`src/rtl/core/gmnb_pkg.sv`:
```
// Package for the grid mesh normal builder: command codes, status codes, field widths
// and the command and status bundles between the controller and the datapath.
// No dependencies.
package gmnb_pkg;

    localparam int POS_W   = 24;
    localparam int DIFF_W  = 25;
    localparam int SUM_W   = 54;
    localparam int MUL_W   = 29;
    localparam int PROD_W  = 58;
    localparam int SQ_W    = 58;
    localparam int ROOT_W  = 29;
    localparam int REM_W   = 30;
    localparam int NUM_W   = 43;
    localparam int DEN_W   = 29;
    localparam int Q_W     = 17;
    localparam int NORM_W  = 16;
    localparam int TEX_W   = 17;
    localparam int CORN_W  = 12;
    localparam int CFG_W   = 7;
    localparam int NORM_TOP = 27;
    localparam int SQRT_STEPS = 29;

    localparam logic [CFG_W-1:0] CFG_RESET = 7'd64;
    localparam logic [Q_W-1:0]   UNIT_ONE  = 17'd16384;

    localparam logic [1:0] FN_LOAD  = 2'd0;
    localparam logic [1:0] FN_BUILD = 2'd1;
    localparam logic [1:0] FN_VERT  = 2'd2;
    localparam logic [1:0] FN_TRI   = 2'd3;

    localparam logic [1:0] ST_OK      = 2'd0;
    localparam logic [1:0] ST_OUTSIDE = 2'd1;
    localparam logic [1:0] ST_UNBUILT = 2'd2;

    localparam logic CFG_IDX_WIDTH = 1'b0;

    // Multiplier operand selections: three cross-product pairs, then three squares.
    localparam logic [3:0] MS_NX0 = 4'd0;
    localparam logic [3:0] MS_NX1 = 4'd1;
    localparam logic [3:0] MS_NY0 = 4'd2;
    localparam logic [3:0] MS_NY1 = 4'd3;
    localparam logic [3:0] MS_NZ0 = 4'd4;
    localparam logic [3:0] MS_NZ1 = 4'd5;
    localparam logic [3:0] MS_SQ0 = 4'd6;
    localparam logic [3:0] MS_SQ1 = 4'd7;
    localparam logic [3:0] MS_SQ2 = 4'd8;

    // Divider jobs: three normal components, then the two texture coordinates.
    localparam logic [2:0] DS_NX = 3'd0;
    localparam logic [2:0] DS_NY = 3'd1;
    localparam logic [2:0] DS_NZ = 3'd2;
    localparam logic [2:0] DS_U  = 3'd3;
    localparam logic [2:0] DS_V  = 3'd4;

    typedef struct packed {
        logic signed [POS_W-1:0] x;
        logic signed [POS_W-1:0] y;
        logic signed [POS_W-1:0] z;
    } pos_t;

    typedef struct packed {
        logic signed [SUM_W-1:0] x;
        logic signed [SUM_W-1:0] y;
        logic signed [SUM_W-1:0] z;
    } sum_t;

    typedef struct packed {
        logic       latch;
        logic       pos_wr;
        logic       clr_start;
        logic       clr_wr;
        logic       walk_start;
        logic       walk_step;
        logic       pos_rd;
        logic [1:0] rd_sel;
        logic       pos_cap;
        logic [1:0] cap_sel;
        logic       diff_en;
        logic       mul_en;
        logic [3:0] mul_sel;
        logic       ncap_en;
        logic [3:0] ncap_sel;
        logic       sum_rd;
        logic       sum_rd_idx;
        logic       sum_acc;
        logic [1:0] acc_sel;
        logic       sum_cap;
        logic       norm_shift;
        logic       sqrt_step;
        logic       div_load;
        logic       div_step;
        logic       div_store;
        logic [2:0] div_sel;
        logic       set_status;
        logic [1:0] status_code;
        logic       tri_set;
        logic       publish;
    } cmd_t;

    typedef struct packed {
        logic [1:0] func;
        logic       range_bad;
        logic       clr_last;
        logic       walk_last;
        logic       m_zero;
        logic       norm_ok;
    } stat_t;

endpackage

```
`src/rtl/core/gmnb_ctrl.sv`:
```
// Controller of the grid mesh normal builder: sequences loads, builds and reads.
// Depends on gmnb_pkg; drives the datapath gmnb_dp through cmd_t and reads stat_t.
module gmnb_ctrl
    import gmnb_pkg::*;
(
    input  logic  clk,
    input  logic  rst_n,
    input  logic  in_valid,
    output logic  in_stall,
    output logic  out_valid,
    input  logic  out_stall,
    output logic  cfg_ready,
    input  logic  cfg_we,
    input  stat_t st,
    output cmd_t  cmd
);

    typedef enum logic [12:0] {
        S_IDLE   = 13'b0000000000001,
        S_DECODE = 13'b0000000000010,
        S_CLR    = 13'b0000000000100,
        S_PRD    = 13'b0000000001000,
        S_DIFF   = 13'b0000000010000,
        S_MUL    = 13'b0000000100000,
        S_ACC    = 13'b0000001000000,
        S_VCAP   = 13'b0000010000000,
        S_NSHIFT = 13'b0000100000000,
        S_SQ     = 13'b0001000000000,
        S_SQRT   = 13'b0010000000000,
        S_DIV    = 13'b0100000000000,
        S_DONE   = 13'b1000000000000
    } state_t;

    state_t     state_reg, state_next;
    logic [4:0] cnt_reg, cnt_next;
    logic [2:0] sel_reg, sel_next;
    logic       built_reg, built_next;
    logic       out_valid_reg, out_valid_next;

    assign in_stall  = (state_reg != S_IDLE);
    assign cfg_ready = (state_reg == S_IDLE);
    assign out_valid = out_valid_reg;

    always_comb
    begin
        state_next     = state_reg;
        cnt_next       = cnt_reg;
        sel_next       = sel_reg;
        built_next     = built_reg;
        out_valid_next = out_valid_reg && out_stall;
        cmd            = '0;
        case (state_reg)
            S_IDLE:
            begin
                if (in_valid)
                begin
                    cmd.latch  = 1'b1;
                    state_next = S_DECODE;
                end
            end
            S_DECODE:
            begin
                if (st.func == FN_BUILD)
                begin
                    cmd.clr_start = 1'b1;
                    state_next    = S_CLR;
                end
                else if (st.range_bad)
                begin
                    cmd.set_status  = 1'b1;
                    cmd.status_code = ST_OUTSIDE;
                    state_next      = S_DONE;
                end
                else if (st.func == FN_LOAD)
                begin
                    cmd.pos_wr = 1'b1;
                    state_next = S_DONE;
                end
                else if (!built_reg)
                begin
                    cmd.set_status  = 1'b1;
                    cmd.status_code = ST_UNBUILT;
                    state_next      = S_DONE;
                end
                else if (st.func == FN_TRI)
                begin
                    cmd.tri_set = 1'b1;
                    state_next  = S_DONE;
                end
                else
                begin
                    cmd.sum_rd     = 1'b1;
                    cmd.sum_rd_idx = 1'b1;
                    state_next     = S_VCAP;
                end
            end
            S_CLR:
            begin
                cmd.clr_wr = 1'b1;
                if (st.clr_last)
                begin
                    cmd.walk_start = 1'b1;
                    cnt_next       = '0;
                    state_next     = S_PRD;
                end
            end
            S_PRD:
            begin
                if (cnt_reg < 5'd3)
                begin
                    cmd.pos_rd = 1'b1;
                    cmd.rd_sel = cnt_reg[1:0];
                end
                if (cnt_reg != 5'd0)
                begin
                    cmd.pos_cap = 1'b1;
                    cmd.cap_sel = cnt_reg[1:0] - 2'd1;
                end
                if (cnt_reg == 5'd3)
                begin
                    cnt_next   = '0;
                    state_next = S_DIFF;
                end
                else
                begin
                    cnt_next = cnt_reg + 5'd1;
                end
            end
            S_DIFF:
            begin
                cmd.diff_en = 1'b1;
                cnt_next    = '0;
                state_next  = S_MUL;
            end
            S_MUL:
            begin
                if (cnt_reg < 5'd6)
                begin
                    cmd.mul_en  = 1'b1;
                    cmd.mul_sel = cnt_reg[3:0];
                end
                if (cnt_reg != 5'd0)
                begin
                    cmd.ncap_en  = 1'b1;
                    cmd.ncap_sel = cnt_reg[3:0] - 4'd1;
                end
                if (cnt_reg == 5'd6)
                begin
                    cnt_next   = '0;
                    state_next = S_ACC;
                end
                else
                begin
                    cnt_next = cnt_reg + 5'd1;
                end
            end
            S_ACC:
            begin
                if (!cnt_reg[0])
                begin
                    cmd.sum_rd = 1'b1;
                    cmd.rd_sel = cnt_reg[2:1];
                end
                else
                begin
                    cmd.sum_acc = 1'b1;
                    cmd.acc_sel = cnt_reg[2:1];
                end
                if (cnt_reg == 5'd5)
                begin
                    cnt_next = '0;
                    if (st.walk_last)
                    begin
                        built_next = 1'b1;
                        state_next = S_DONE;
                    end
                    else
                    begin
                        cmd.walk_step = 1'b1;
                        state_next    = S_PRD;
                    end
                end
                else
                begin
                    cnt_next = cnt_reg + 5'd1;
                end
            end
            S_VCAP:
            begin
                cmd.sum_cap = 1'b1;
                state_next  = S_NSHIFT;
            end
            S_NSHIFT:
            begin
                cnt_next = '0;
                if (st.m_zero)
                begin
                    sel_next   = DS_U;
                    state_next = S_DIV;
                end
                else if (st.norm_ok)
                begin
                    state_next = S_SQ;
                end
                else
                begin
                    cmd.norm_shift = 1'b1;
                end
            end
            S_SQ:
            begin
                if (cnt_reg < 5'd3)
                begin
                    cmd.mul_en  = 1'b1;
                    cmd.mul_sel = MS_SQ0 + cnt_reg[3:0];
                end
                if (cnt_reg != 5'd0)
                begin
                    cmd.ncap_en  = 1'b1;
                    cmd.ncap_sel = MS_SQ0 + cnt_reg[3:0] - 4'd1;
                end
                if (cnt_reg == 5'd3)
                begin
                    cnt_next   = '0;
                    state_next = S_SQRT;
                end
                else
                begin
                    cnt_next = cnt_reg + 5'd1;
                end
            end
            S_SQRT:
            begin
                cmd.sqrt_step = 1'b1;
                if (cnt_reg == 5'(SQRT_STEPS - 1))
                begin
                    cnt_next   = '0;
                    sel_next   = DS_NX;
                    state_next = S_DIV;
                end
                else
                begin
                    cnt_next = cnt_reg + 5'd1;
                end
            end
            S_DIV:
            begin
                cmd.div_sel = sel_reg;
                if (cnt_reg == 5'd0)
                begin
                    cmd.div_load = 1'b1;
                end
                else if (cnt_reg == 5'(Q_W + 1))
                begin
                    cmd.div_store = 1'b1;
                end
                else
                begin
                    cmd.div_step = 1'b1;
                end
                if (cnt_reg == 5'(Q_W + 1))
                begin
                    cnt_next = '0;
                    if (sel_reg == DS_V)
                    begin
                        state_next = S_DONE;
                    end
                    else
                    begin
                        sel_next = sel_reg + 3'd1;
                    end
                end
                else
                begin
                    cnt_next = cnt_reg + 5'd1;
                end
            end
            S_DONE:
            begin
                if (!out_valid_reg || !out_stall)
                begin
                    cmd.publish    = 1'b1;
                    out_valid_next = 1'b1;
                    state_next     = S_IDLE;
                end
            end
            default:
            begin
                state_next = S_IDLE;
            end
        endcase
        if (cfg_we)
        begin
            built_next = 1'b0;
        end
    end

    always_ff @(posedge clk or negedge rst_n)
    begin
        if (!rst_n)
        begin
            state_reg     <= S_IDLE;
            cnt_reg       <= '0;
            sel_reg       <= '0;
            built_reg     <= 1'b0;
            out_valid_reg <= 1'b0;
        end
        else
        begin
            state_reg     <= state_next;
            cnt_reg       <= cnt_next;
            sel_reg       <= sel_next;
            built_reg     <= built_next;
            out_valid_reg <= out_valid_next;
        end
    end

endmodule

```
`config.mk`:
```
export PLATFORM = sky130hd
export DESIGN_NAME = gmnb_ctrl
export DESIGN_NICKNAME = d
export VERILOG_FILES = /design/src/rtl/core/gmnb_pkg.sv /design/src/rtl/core/gmnb_ctrl.sv
export SDC_FILE = /design/constraint.sdc
export NUM_CORES = 1
export LEC_CHECK = 0
export BUFFER_PORTS_ARGS = -buffer_cell sky130_fd_sc_hd__buf_2
export CORE_AREA = 2 2 65 67
export CTS_CLUSTER_DIAMETER = 80
export CTS_CLUSTER_SIZE = 14
export DETAILED_ROUTE_END_ITERATION = 10
export DIE_AREA = 0 0 67 69
export PLACE_DENSITY = 0.84
export SLEW_MARGIN = 20
export SYNTH_ARGS = -nofsm -noshare
export SYNTH_HDL_FRONTEND = slang
export SYNTH_SLANG_ARGS = --single-unit
```
`constraint.sdc`:
```
create_clock -name clk -period 4 [get_ports clk]
set_input_delay 0.2 -clock clk [delete_from_list [all_inputs] [get_ports clk]]
set_output_delay 0.2 -clock clk [all_outputs]
set_load 0.005 [all_outputs]
```
==> impl_metrics.ini, run 1 <==
[run_status]
status = finished, final reports clean

[synth]
ys_async_sr_fraction = 1.00
yosysTopAreaCellShare = 0.251
synthCells = 275
synth_warnings = 0
synth-edff-count = 0
synth_nets = 301
synth.distinct_cells = 54
synth_area_sq_mm = 0.00219
synthTopCellsByArea = dfrtp_1 25%, ha_1 8.0%, nor2_1 5.8%, nand2_1 4.4%, nor3_1 3.0%
ys.flop_type = dfrtp_1
ys_seq_area_frac = 0.263
postSynthAreaPerCell_sq_um = 7.98
yosys.area.top_type = dfrtp_1
synth_seq_cells = 23

[job]
max_cap_violations = 0

[finish]
syn_to_final_growth_pct = 14.5
final_nets = 346
final_cell_mix = 56 x buf_2, 34 x nor2_1, 26 x nand2_1, 22 x dfrtp_1, 14 x ha_1
final_common_cell = buf_2
multi_input_area_sq_mm = 0.00149
post-route-util = 0.642
drive_gt1_frac = 0.238
antenna_cells = 0
largest_register_ff_count = 13
regArea_sq_um = 577
fillCellCount = 373

[power_and_ir_drop]
irDropWorstVdd_mv = 0.209
total_power_uw = 845
p_per_area_mw_per_mm2 = 336
p_leak_uw = 0.00128

[cts]
ctsResizeCount = 0
clk_latency_ns = 0.27
cts_buffer_depth = 2
ctsHoldBuffers = 1
cts_tree = built
cts_root_buf = clkbuf_8
htree_levels = 1
cts_buffers = 3
cts_setup_buffers = 0
clock-sinks = 23
cts.clk_slew.worst_paths_ns = 0.09

[drt]
drt_wl_total_mm = 5.91
drtIter0Drc = 171
wl_per_cell_um = 16.0
viasPerCell = 6.10
drt-pass1-iter-count = 4
route.vias.total = 2250
drc = 0
antenna_left = 0

[setup_path]
path_depth = 7
slowest_delay_ns = 0.90
r2r_slack_ns = 1.05
endpoint = cmd[18]
reg2reg_depth = 5
cpLargestDelayFamily = simple AND/OR/NAND/NOR gates
crit_chain = nor4_1 -> and3_1 -> nand4b_1 -> nand2b_1 -> nor3b_1 -> a21o_1 -> buf_2
crit_start = state_reg[7]
critical_path.endpoint_type = output port
regToRegStartpoint = state_reg[7]
crit_fanout = 14
criticalPathCategory = flip-flop to output port
slowest_stage = nor4_1
worstReg2RegEnd = state_reg[3]
critPathBufInv = 1
start_kind = flip-flop
cp.required_ns = 3.80
arrival_ns = 3.24

[min_path]
hp-class = primary input to flip-flop

[floorplanning]
die_area_sq_mm = 0.00462
die_w_um = 67
die_h_um = 69
num_io_pins = 57
num_rows = 23
initial_core_util = 0.561
core_area_sq_mm = 0.00391

[timing]
rsz0062_at_grt = no
tightest_slew_ns = 1.04
relSlewSlack = 0.300
finalSetupViolCount = 0
post-route-period-util = 0.861
setup_tns_ns = 0
max_freq_mhz = 290
drv_slew = 0
hold_viol_final = 0
clock_skew_ns = 0.00409
timing.final.crit_period_ns = 3.44

[global_route]
antenna_found_initial = 0
gr-total-overflow = 0
grt_pass1_vias = 2079
grt_pass1_wl_mm = 9.94
grt_max_degree = 24
track_usage = 0.270

[placed_design]
hpwl_mm = 4.54
place.gp.congestion = 0.911
port_buffers = 56
-- cells in the mapped netlist, types with 4 or more instances --
library cell   n
nand3_1       11
nor3b_1        4
and3_1         7
nor4b_1        4
nor2_1        34
and2_1         6
dfrtp_1       22
mux2_2         5
xnor2_1        4
clkbuf_1      14
nand2_1       26
o21ai_0       12
ha_1          14
a31oi_1        5
inv_1         13
nand4_1        4
xor2_1         7
a21oi_1        6
nor4_1         8
nor3_1        13
nand2b_1       6
-- logic make-up after synthesis --
kind of cell | count (synthesis) | share of synthesized area
xor gates and xnor gates | 11 | 0.0439
AOI/OAI and AO/OA | 49 | 0.168
DFF | 23 | 0.263
muxes | 5 | 0.0257
and+or+nand+nor | 143 | 0.361
adders and majority gates | 14 | 0.0798
buffers and inverters | 30 | 0.0587
-- per-stage QoR --
stage	hold slack, ns	setup WS [ns]	instances	area (sq um)
2_1_floorplan	-0.0956	1.46	275	2190
3_3_place_gp	0.209	0.994	364	2460
3_5_place_dp	0.210	0.969	364	2460
4_1_cts	0.0720	0.704	369	2510
5_1_grt	0.0784	0.430	369	2510
6_report	0.0691	0.557	369	2510
-- layout make-up --
cell class / instances / area share
Multi-Input combinational cell: 222 / 0.592
Inverter: 13 / 0.0194
Clock buffer: 3 / 0.0164
Timing Repair Buffer: 57 / 0.115
Sequential cell: 23 / 0.229
Tap cell: 50 / 0.0249
Clock inverter: 1 / 0.00199
-- metal layers --
metal,vias to the layer above,track usage,wire length (um)
li1,1088,-,-
met1,1026,0.359,2550
met2,117,0.430,2750
met3,19,0.0392,435
met4,0,0.113,174
met5,-,0,0
-- worst min path at each step --
stage,end,cells past startpoint,slack (ns),startpoint
after detailed placement,state_reg[2],1,0.21,rst_n
after global placement,state_reg[2],1,0.21,rst_n
after global routing,built_reg,2,0.08,cfg_we
final,built_reg,2,0.07,cfg_we
after CTS,built_reg,2,0.07,cfg_we
after floorplan,built_reg,0,-0.1,rst_n
-- where the power goes --
group / total (uW) / switching, uW / leakage [uW] / internal (uW)
Sequential: 312 / 55.4 / 0.000316 / 257
Combinational: 382 / 225 / 0.000940 / 157
Clock: 151 / 81.3 / 0.0000255 / 69.7
Power figures use the tool's default switching activity.
==> run 2: changes to the inputs <==
--- a/config.mk
+++ b/config.mk
@@ -6,12 +6,12 @@
 export NUM_CORES = 1
 export LEC_CHECK = 0
 export BUFFER_PORTS_ARGS = -buffer_cell sky130_fd_sc_hd__buf_2
-export CORE_AREA = 2 2 65 67
+export CORE_AREA = 2 2 71 73
 export CTS_CLUSTER_DIAMETER = 80
 export CTS_CLUSTER_SIZE = 14
 export DETAILED_ROUTE_END_ITERATION = 10
-export DIE_AREA = 0 0 67 69
-export PLACE_DENSITY = 0.84
+export DIE_AREA = 0 0 73 75
+export PLACE_DENSITY = 0.75
 export SLEW_MARGIN = 20
 export SYNTH_ARGS = -nofsm -noshare
 export SYNTH_HDL_FRONTEND = slang
==> constraint.sdc (replaced) <==
create_clock -name clk -period 2.9 [get_ports clk]
set_input_delay 0.29 -clock clk [delete_from_list [all_inputs] [get_ports clk]]
set_output_delay 0.29 -clock clk [all_outputs]
set_load 0.005 [all_outputs]
==> run 2 against run 1 <==
Net effect: the run now ends with negative hold slack left; core utilization down 7.4 points; clock skew down 0.0021 ns; sequential share of layout area down 1.1 points; clock-buffer cell count unchanged; register-to-register slack worse by 0.80 ns; critical endpoint is now cmd[24]; hold slack worse by 0.076 ns; die area up 18%; clock power up 40%; via count up 0.13%; flip-flop and latch count unchanged; cell area up 5.3%; largest power group unchanged; critical path type unchanged; total power up 48%.
==> impl_metrics.ini, run 2 (synthesized netlist as in run 1, its figures left out) <==
[setup_path]
slowest_stage = or4_4
crit_top_cell = or4_4
r2r_slack_ns = 0.25
slowest_delay_ns = 0.57
arrival_ns = 2.51
start_kind = flip-flop
cp.required_ns = 2.61
crit_fanout = 8
critical_path.endpoint_type = output port
criticalPathCategory = flip-flop to output port
crit_chain = or4_4 -> or4_4 -> or3_4 -> o41ai_2 -> and2_1 -> buf_2

[timing]
clock_skew_ns = 0.00196
finalSetupViolCount = 0
drv_slew = 0
tightest_slew_ns = 0.568
rsz0062_at_grt = no
max_freq_mhz = 358
timing.hold.ws_ns = -0.00646
setup_tns_ns = 0
hold_viol_final = 19
timing.final.crit_period_ns = 2.80
post-route-period-util = 0.964
relSlewSlack = 0.621

[placed_design]
port_buffers = 56
place.gp.congestion = 0.923
hpwl_mm = 4.63

[drt]
drc = 0
route.vias.total = 2253
drtIter0Drc = 101
wl_per_cell_um = 15.5
drt-pass1-iter-count = 5
drt_wl_total_mm = 5.95
viasPerCell = 5.85
antenna_left = 0

[global_route]
antenna_found_initial = 0
gr-total-overflow = 0
grt_pass1_vias = 2089
grt_pass1_wl_mm = 9.85
met2_usage = 0.378
grt.busiest_layer = met2
met1_usage = 0.308
track_usage = 0.227
grt_max_degree = 24
grt.met3_usage = 0.0295

[finish]
syn_to_final_growth_pct = 20.6
final_nets = 358
fillCellCount = 436
drive_gt1_frac = 0.296
final_common_cell = buf_2
final_cell_mix = 56 x buf_2, 33 x nor2_1, 26 x nand2_1, 21 x dfrtp_1, 14 x ha_1
largest_register_ff_count = 13
antenna_cells = 0

[cts]
cts_buffers = 3
cts_root_buf = clkbuf_8
ctsHoldBuffers = 0
cts_tree = built
clock-sinks = 23
cts.clk_slew.worst_paths_ns = 0.09
htree_levels = 1
clk_latency_ns = 0.27
cts_buffer_depth = 2

[run_status]
violations = negative hold slack
status = complete, but fails checks

[power_and_ir_drop]
irDropWorstVdd_mv = 0.189
p_leak_uw = 0.00136
p_per_area_mw_per_mm2 = 472

[floorplanning]
num_rows = 25
num_io_pins = 57
die_w_um = 73
core_area_sq_mm = 0.00466
die_area_sq_mm = 0.00548
initial_core_util = 0.471
die_h_um = 75

[job]
max_cap_violations = 0

[min_path]
hp-class = primary input to asynchronous set/reset pin
## run 2: worst paths after layout
path | start | endpoint | cells after the start
hold / removal | rst_n | built_reg | 1
hold reg to reg | sel_reg[1] | sel_reg[1] | 2
min in group clk | cfg_we | built_reg | 2
setup / recovery | state_reg[3] | cmd[24] | 6
max in group asynchronous | rst_n | state_reg[3] | 1
setup reg to reg | cnt_reg[3] | state_reg[3] | 6
## run 2: routing by layer
metal  vias to the layer above  share of wire
met5                         -              0
met4                         0          0.014
met3                         7          0.059
met2                        84           0.47
met1                      1041           0.46
li1                       1121              -
## run 2: critical path: cells and delay by family, from the launching register on
| kind | cells | cell delay, ns |
|---|---|---|
| simple gates | 4 | 1.59 |
| compound gates | 1 | 0.07 |
| buf+inv | 1 | 0.10 |
| flops | 1 | 0.46 |
## run 2: power by group
group | switching (uW) | internal, uW | total, uW | leakage, uW
registers | 60.7 | 355 | 415 | 0.000314
logic | 338 | 285 | 624 | 0.00102
clock network | 115 | 96.4 | 211 | 0.0000255
## run 2: through the flow
step	worst slack (ns)	instances	power [uW]	area, sq um	utilization
finish	0.105	385	1250	2650	0.568
floorplan	0.271	275	824	2190	-
detailed placement	0.202	380	1010	2550	0.548
global placement	0.237	380	1010	2550	0.548
global route	0.0262	385	1350	2650	0.568
CTS	0.0783	385	1250	2620	0.563
## run 2: area by class of cell
| type | count | area, sq um | share of cell area |
|---|---|---|---|
| Tap cell | 54 | 67.6 | 0.0255 |
| Timing Repair Buffer | 69 | 378 | 0.143 |
| Clock inverter | 1 | 5.00 | 0.00189 |
| Clock buffer | 3 | 41.3 | 0.0156 |
| Inverter | 13 | 48.8 | 0.0184 |
| Sequential cell | 23 | 578 | 0.218 |
| Multi-Input combinational cell | 222 | 1530 | 0.578 |
## run 2: timing repair
item,4_1_cts,5_1_grt
pin swaps,1,0
gates resized for setup,4,5
buffers inserted,1,0
setup endpoints to repair,4,6
==> run 3: changes to the inputs <==
--- a/config.mk
+++ b/config.mk
@@ -6,12 +6,14 @@
 export NUM_CORES = 1
 export LEC_CHECK = 0
 export BUFFER_PORTS_ARGS = -buffer_cell sky130_fd_sc_hd__buf_2
-export CORE_AREA = 2 2 71 73
+export CELL_PAD_IN_SITES_DETAIL_PLACEMENT = 0
+export CELL_PAD_IN_SITES_GLOBAL_PLACEMENT = 1
+export CORE_AREA = 2 2 83 85
 export CTS_CLUSTER_DIAMETER = 80
 export CTS_CLUSTER_SIZE = 14
 export DETAILED_ROUTE_END_ITERATION = 10
-export DIE_AREA = 0 0 73 75
-export PLACE_DENSITY = 0.75
+export DIE_AREA = 0 0 85 87
+export PLACE_DENSITY_LB_ADDON = 0.3
 export SLEW_MARGIN = 20
 export SYNTH_ARGS = -nofsm -noshare
 export SYNTH_HDL_FRONTEND = slang
==> run 3 against run 2 <==
Net effect: the flow still finishes with violations (negative hold slack); total power rose by 1.1%; cell area rose by 2.6%; wire length rose by 11%; critical path type unchanged; sequential share of layout area fell by 0.54 points; clock skew rose by 0.0016 ns; largest power group unchanged.
==> impl_metrics.ini, run 3 (synthesized netlist as in run 1, its figures left out) <==
[drt]
drc = 0
drt-pass1-iter-count = 4
viasPerCell = 5.43
antenna_left = 0
drtIter0Drc = 168
drt_wl_total_mm = 6.58
wl_per_cell_um = 15.7
route.vias.total = 2270

[setup_path]
slowest_stage = or4_4
critical_path.endpoint_type = output port
slowest_delay_ns = 0.57
crit_fanout = 8
arrival_ns = 2.59
crit_chain = or4_4 -> or4_4 -> or3_4 -> o41ai_1 -> and2_1 -> buf_2
crit_start = state_reg[3]
crit_top_cell = or4_4
reg2reg_depth = 6
worstReg2RegEnd = cnt_reg[3]
endpoint = cmd[24]
cpLargestDelayFamily = simple AND/OR/NAND/NOR gates
cp.required_ns = 2.61
critPathBufInv = 1
start_kind = flip-flop
r2r_slack_ns = 0.28
criticalPathCategory = flip-flop to output port
path_depth = 6
regToRegStartpoint = state_reg[3]

[finish]
final_common_cell = buf_2
syn_to_final_growth_pct = 23.7
final_cell_mix = 56 x buf_2, 34 x nor2_1, 26 x nand2_1, 21 x dfrtp_1, 20 x buf_4
antenna_cells = 0
final_cell_area_sq_mm = 0.00272
fillCellCount = 712
drive_gt1_frac = 0.299
post-route-util = 0.413
largest_register_ff_count = 13
final_nets = 365

[timing]
clock_skew_ns = 0.00358
relSlewSlack = 0.618
tightest_slew_ns = 0.571
drv_slew = 0
timing.final.crit_period_ns = 2.88
finalSetupViolCount = 0
rsz0062_at_grt = yes
max_freq_mhz = 348
setup_tns_ns = 0
hold_viol_final = 9
post-route-period-util = 0.992
timing.hold.ws_ns = -0.00795

[cts]
cts_buffer_depth = 2
cts_buffers = 3
ctsHoldBuffers = 0
clk_latency_ns = 0.27
clock-sinks = 23
ctsResizeCount = 2
cts.clk_slew.worst_paths_ns = 0.09
cts_root_buf = clkbuf_8
cts_setup_buffers = 0
htree_levels = 1
cts_tree = built

[placed_design]
port_buffers = 56
place.gp.congestion = 0.793
place_area_sq_mm = 0.00265
hpwl_mm = 5.20

[job]
max_cap_violations = 0

[power_and_ir_drop]
p_per_area_mw_per_mm2 = 466
p_leak_uw = 0.00138
irDropWorstVdd_mv = 0.283
total_power_uw = 1260

[floorplanning]
initial_core_util = 0.334
num_io_pins = 57
core_area_sq_mm = 0.00657
die_w_um = 85
die_area_sq_mm = 0.00740
num_rows = 30
die_h_um = 87

[run_status]
status = complete, but fails checks
violations = negative hold slack

[global_route]
track_usage = 0.183
grt_pass1_vias = 2148
grt_max_degree = 24
antenna_found_initial = 0
grt_pass1_wl_mm = 10.8
gr-total-overflow = 0

[min_path]
hp-class = primary input to asynchronous set/reset pin
[run 3: changes by cell type in the layout (fill, tap and decap cells not counted), sizes merged]
cell / change
buf: +7
[run 3: worst min-delay path by stage]
stage,start,end,slack (ns),cells past startpoint
2_1_floorplan,rst_n,built_reg,-0.006,0
3_3_place_gp,rst_n,state_reg[2],0.32,1
3_5_place_dp,rst_n,built_reg,0.32,1
4_1_cts,rst_n,state_reg[4],0.01,1
5_1_grt,rst_n,state_reg[4],0.03,1
6_report,rst_n,state_reg[4],-0.008,1
[run 3: power breakdown]
group          internal (uW)  switching (uW)  leakage [uW]
logic                    290             346       0.00104
registers                355            60.0      0.000314
clock network           96.4             117     0.0000255
[run 3: through the flow]
stage / setup slack, ns / cells
6_report: 0.0244 / 418
5_1_grt: -0.0574 / 418
4_1_cts: 0.00684 / 418
3_5_place_dp: 0.285 / 414
3_3_place_gp: 0.299 / 414
2_1_floorplan: 0.271 / 275
[run 3: final cells by class]
type	count	area [sq um]	share of cell area
multi-input combinational	222	1510	0.557
clock buffer	3	41.3	0.0152
timing repair buffer	76	430	0.159
inverter	13	48.8	0.0180
tap	80	100	0.0369
clock inverter	1	5.00	0.00184
sequential	23	578	0.213
[run 3: per-layer routing]
layer  routed length [um]  global-route usage
met5                    0                   0
met1                 3080               0.246
met3                  357              0.0351
met4                   85              0.0620
met2                 3060               0.295
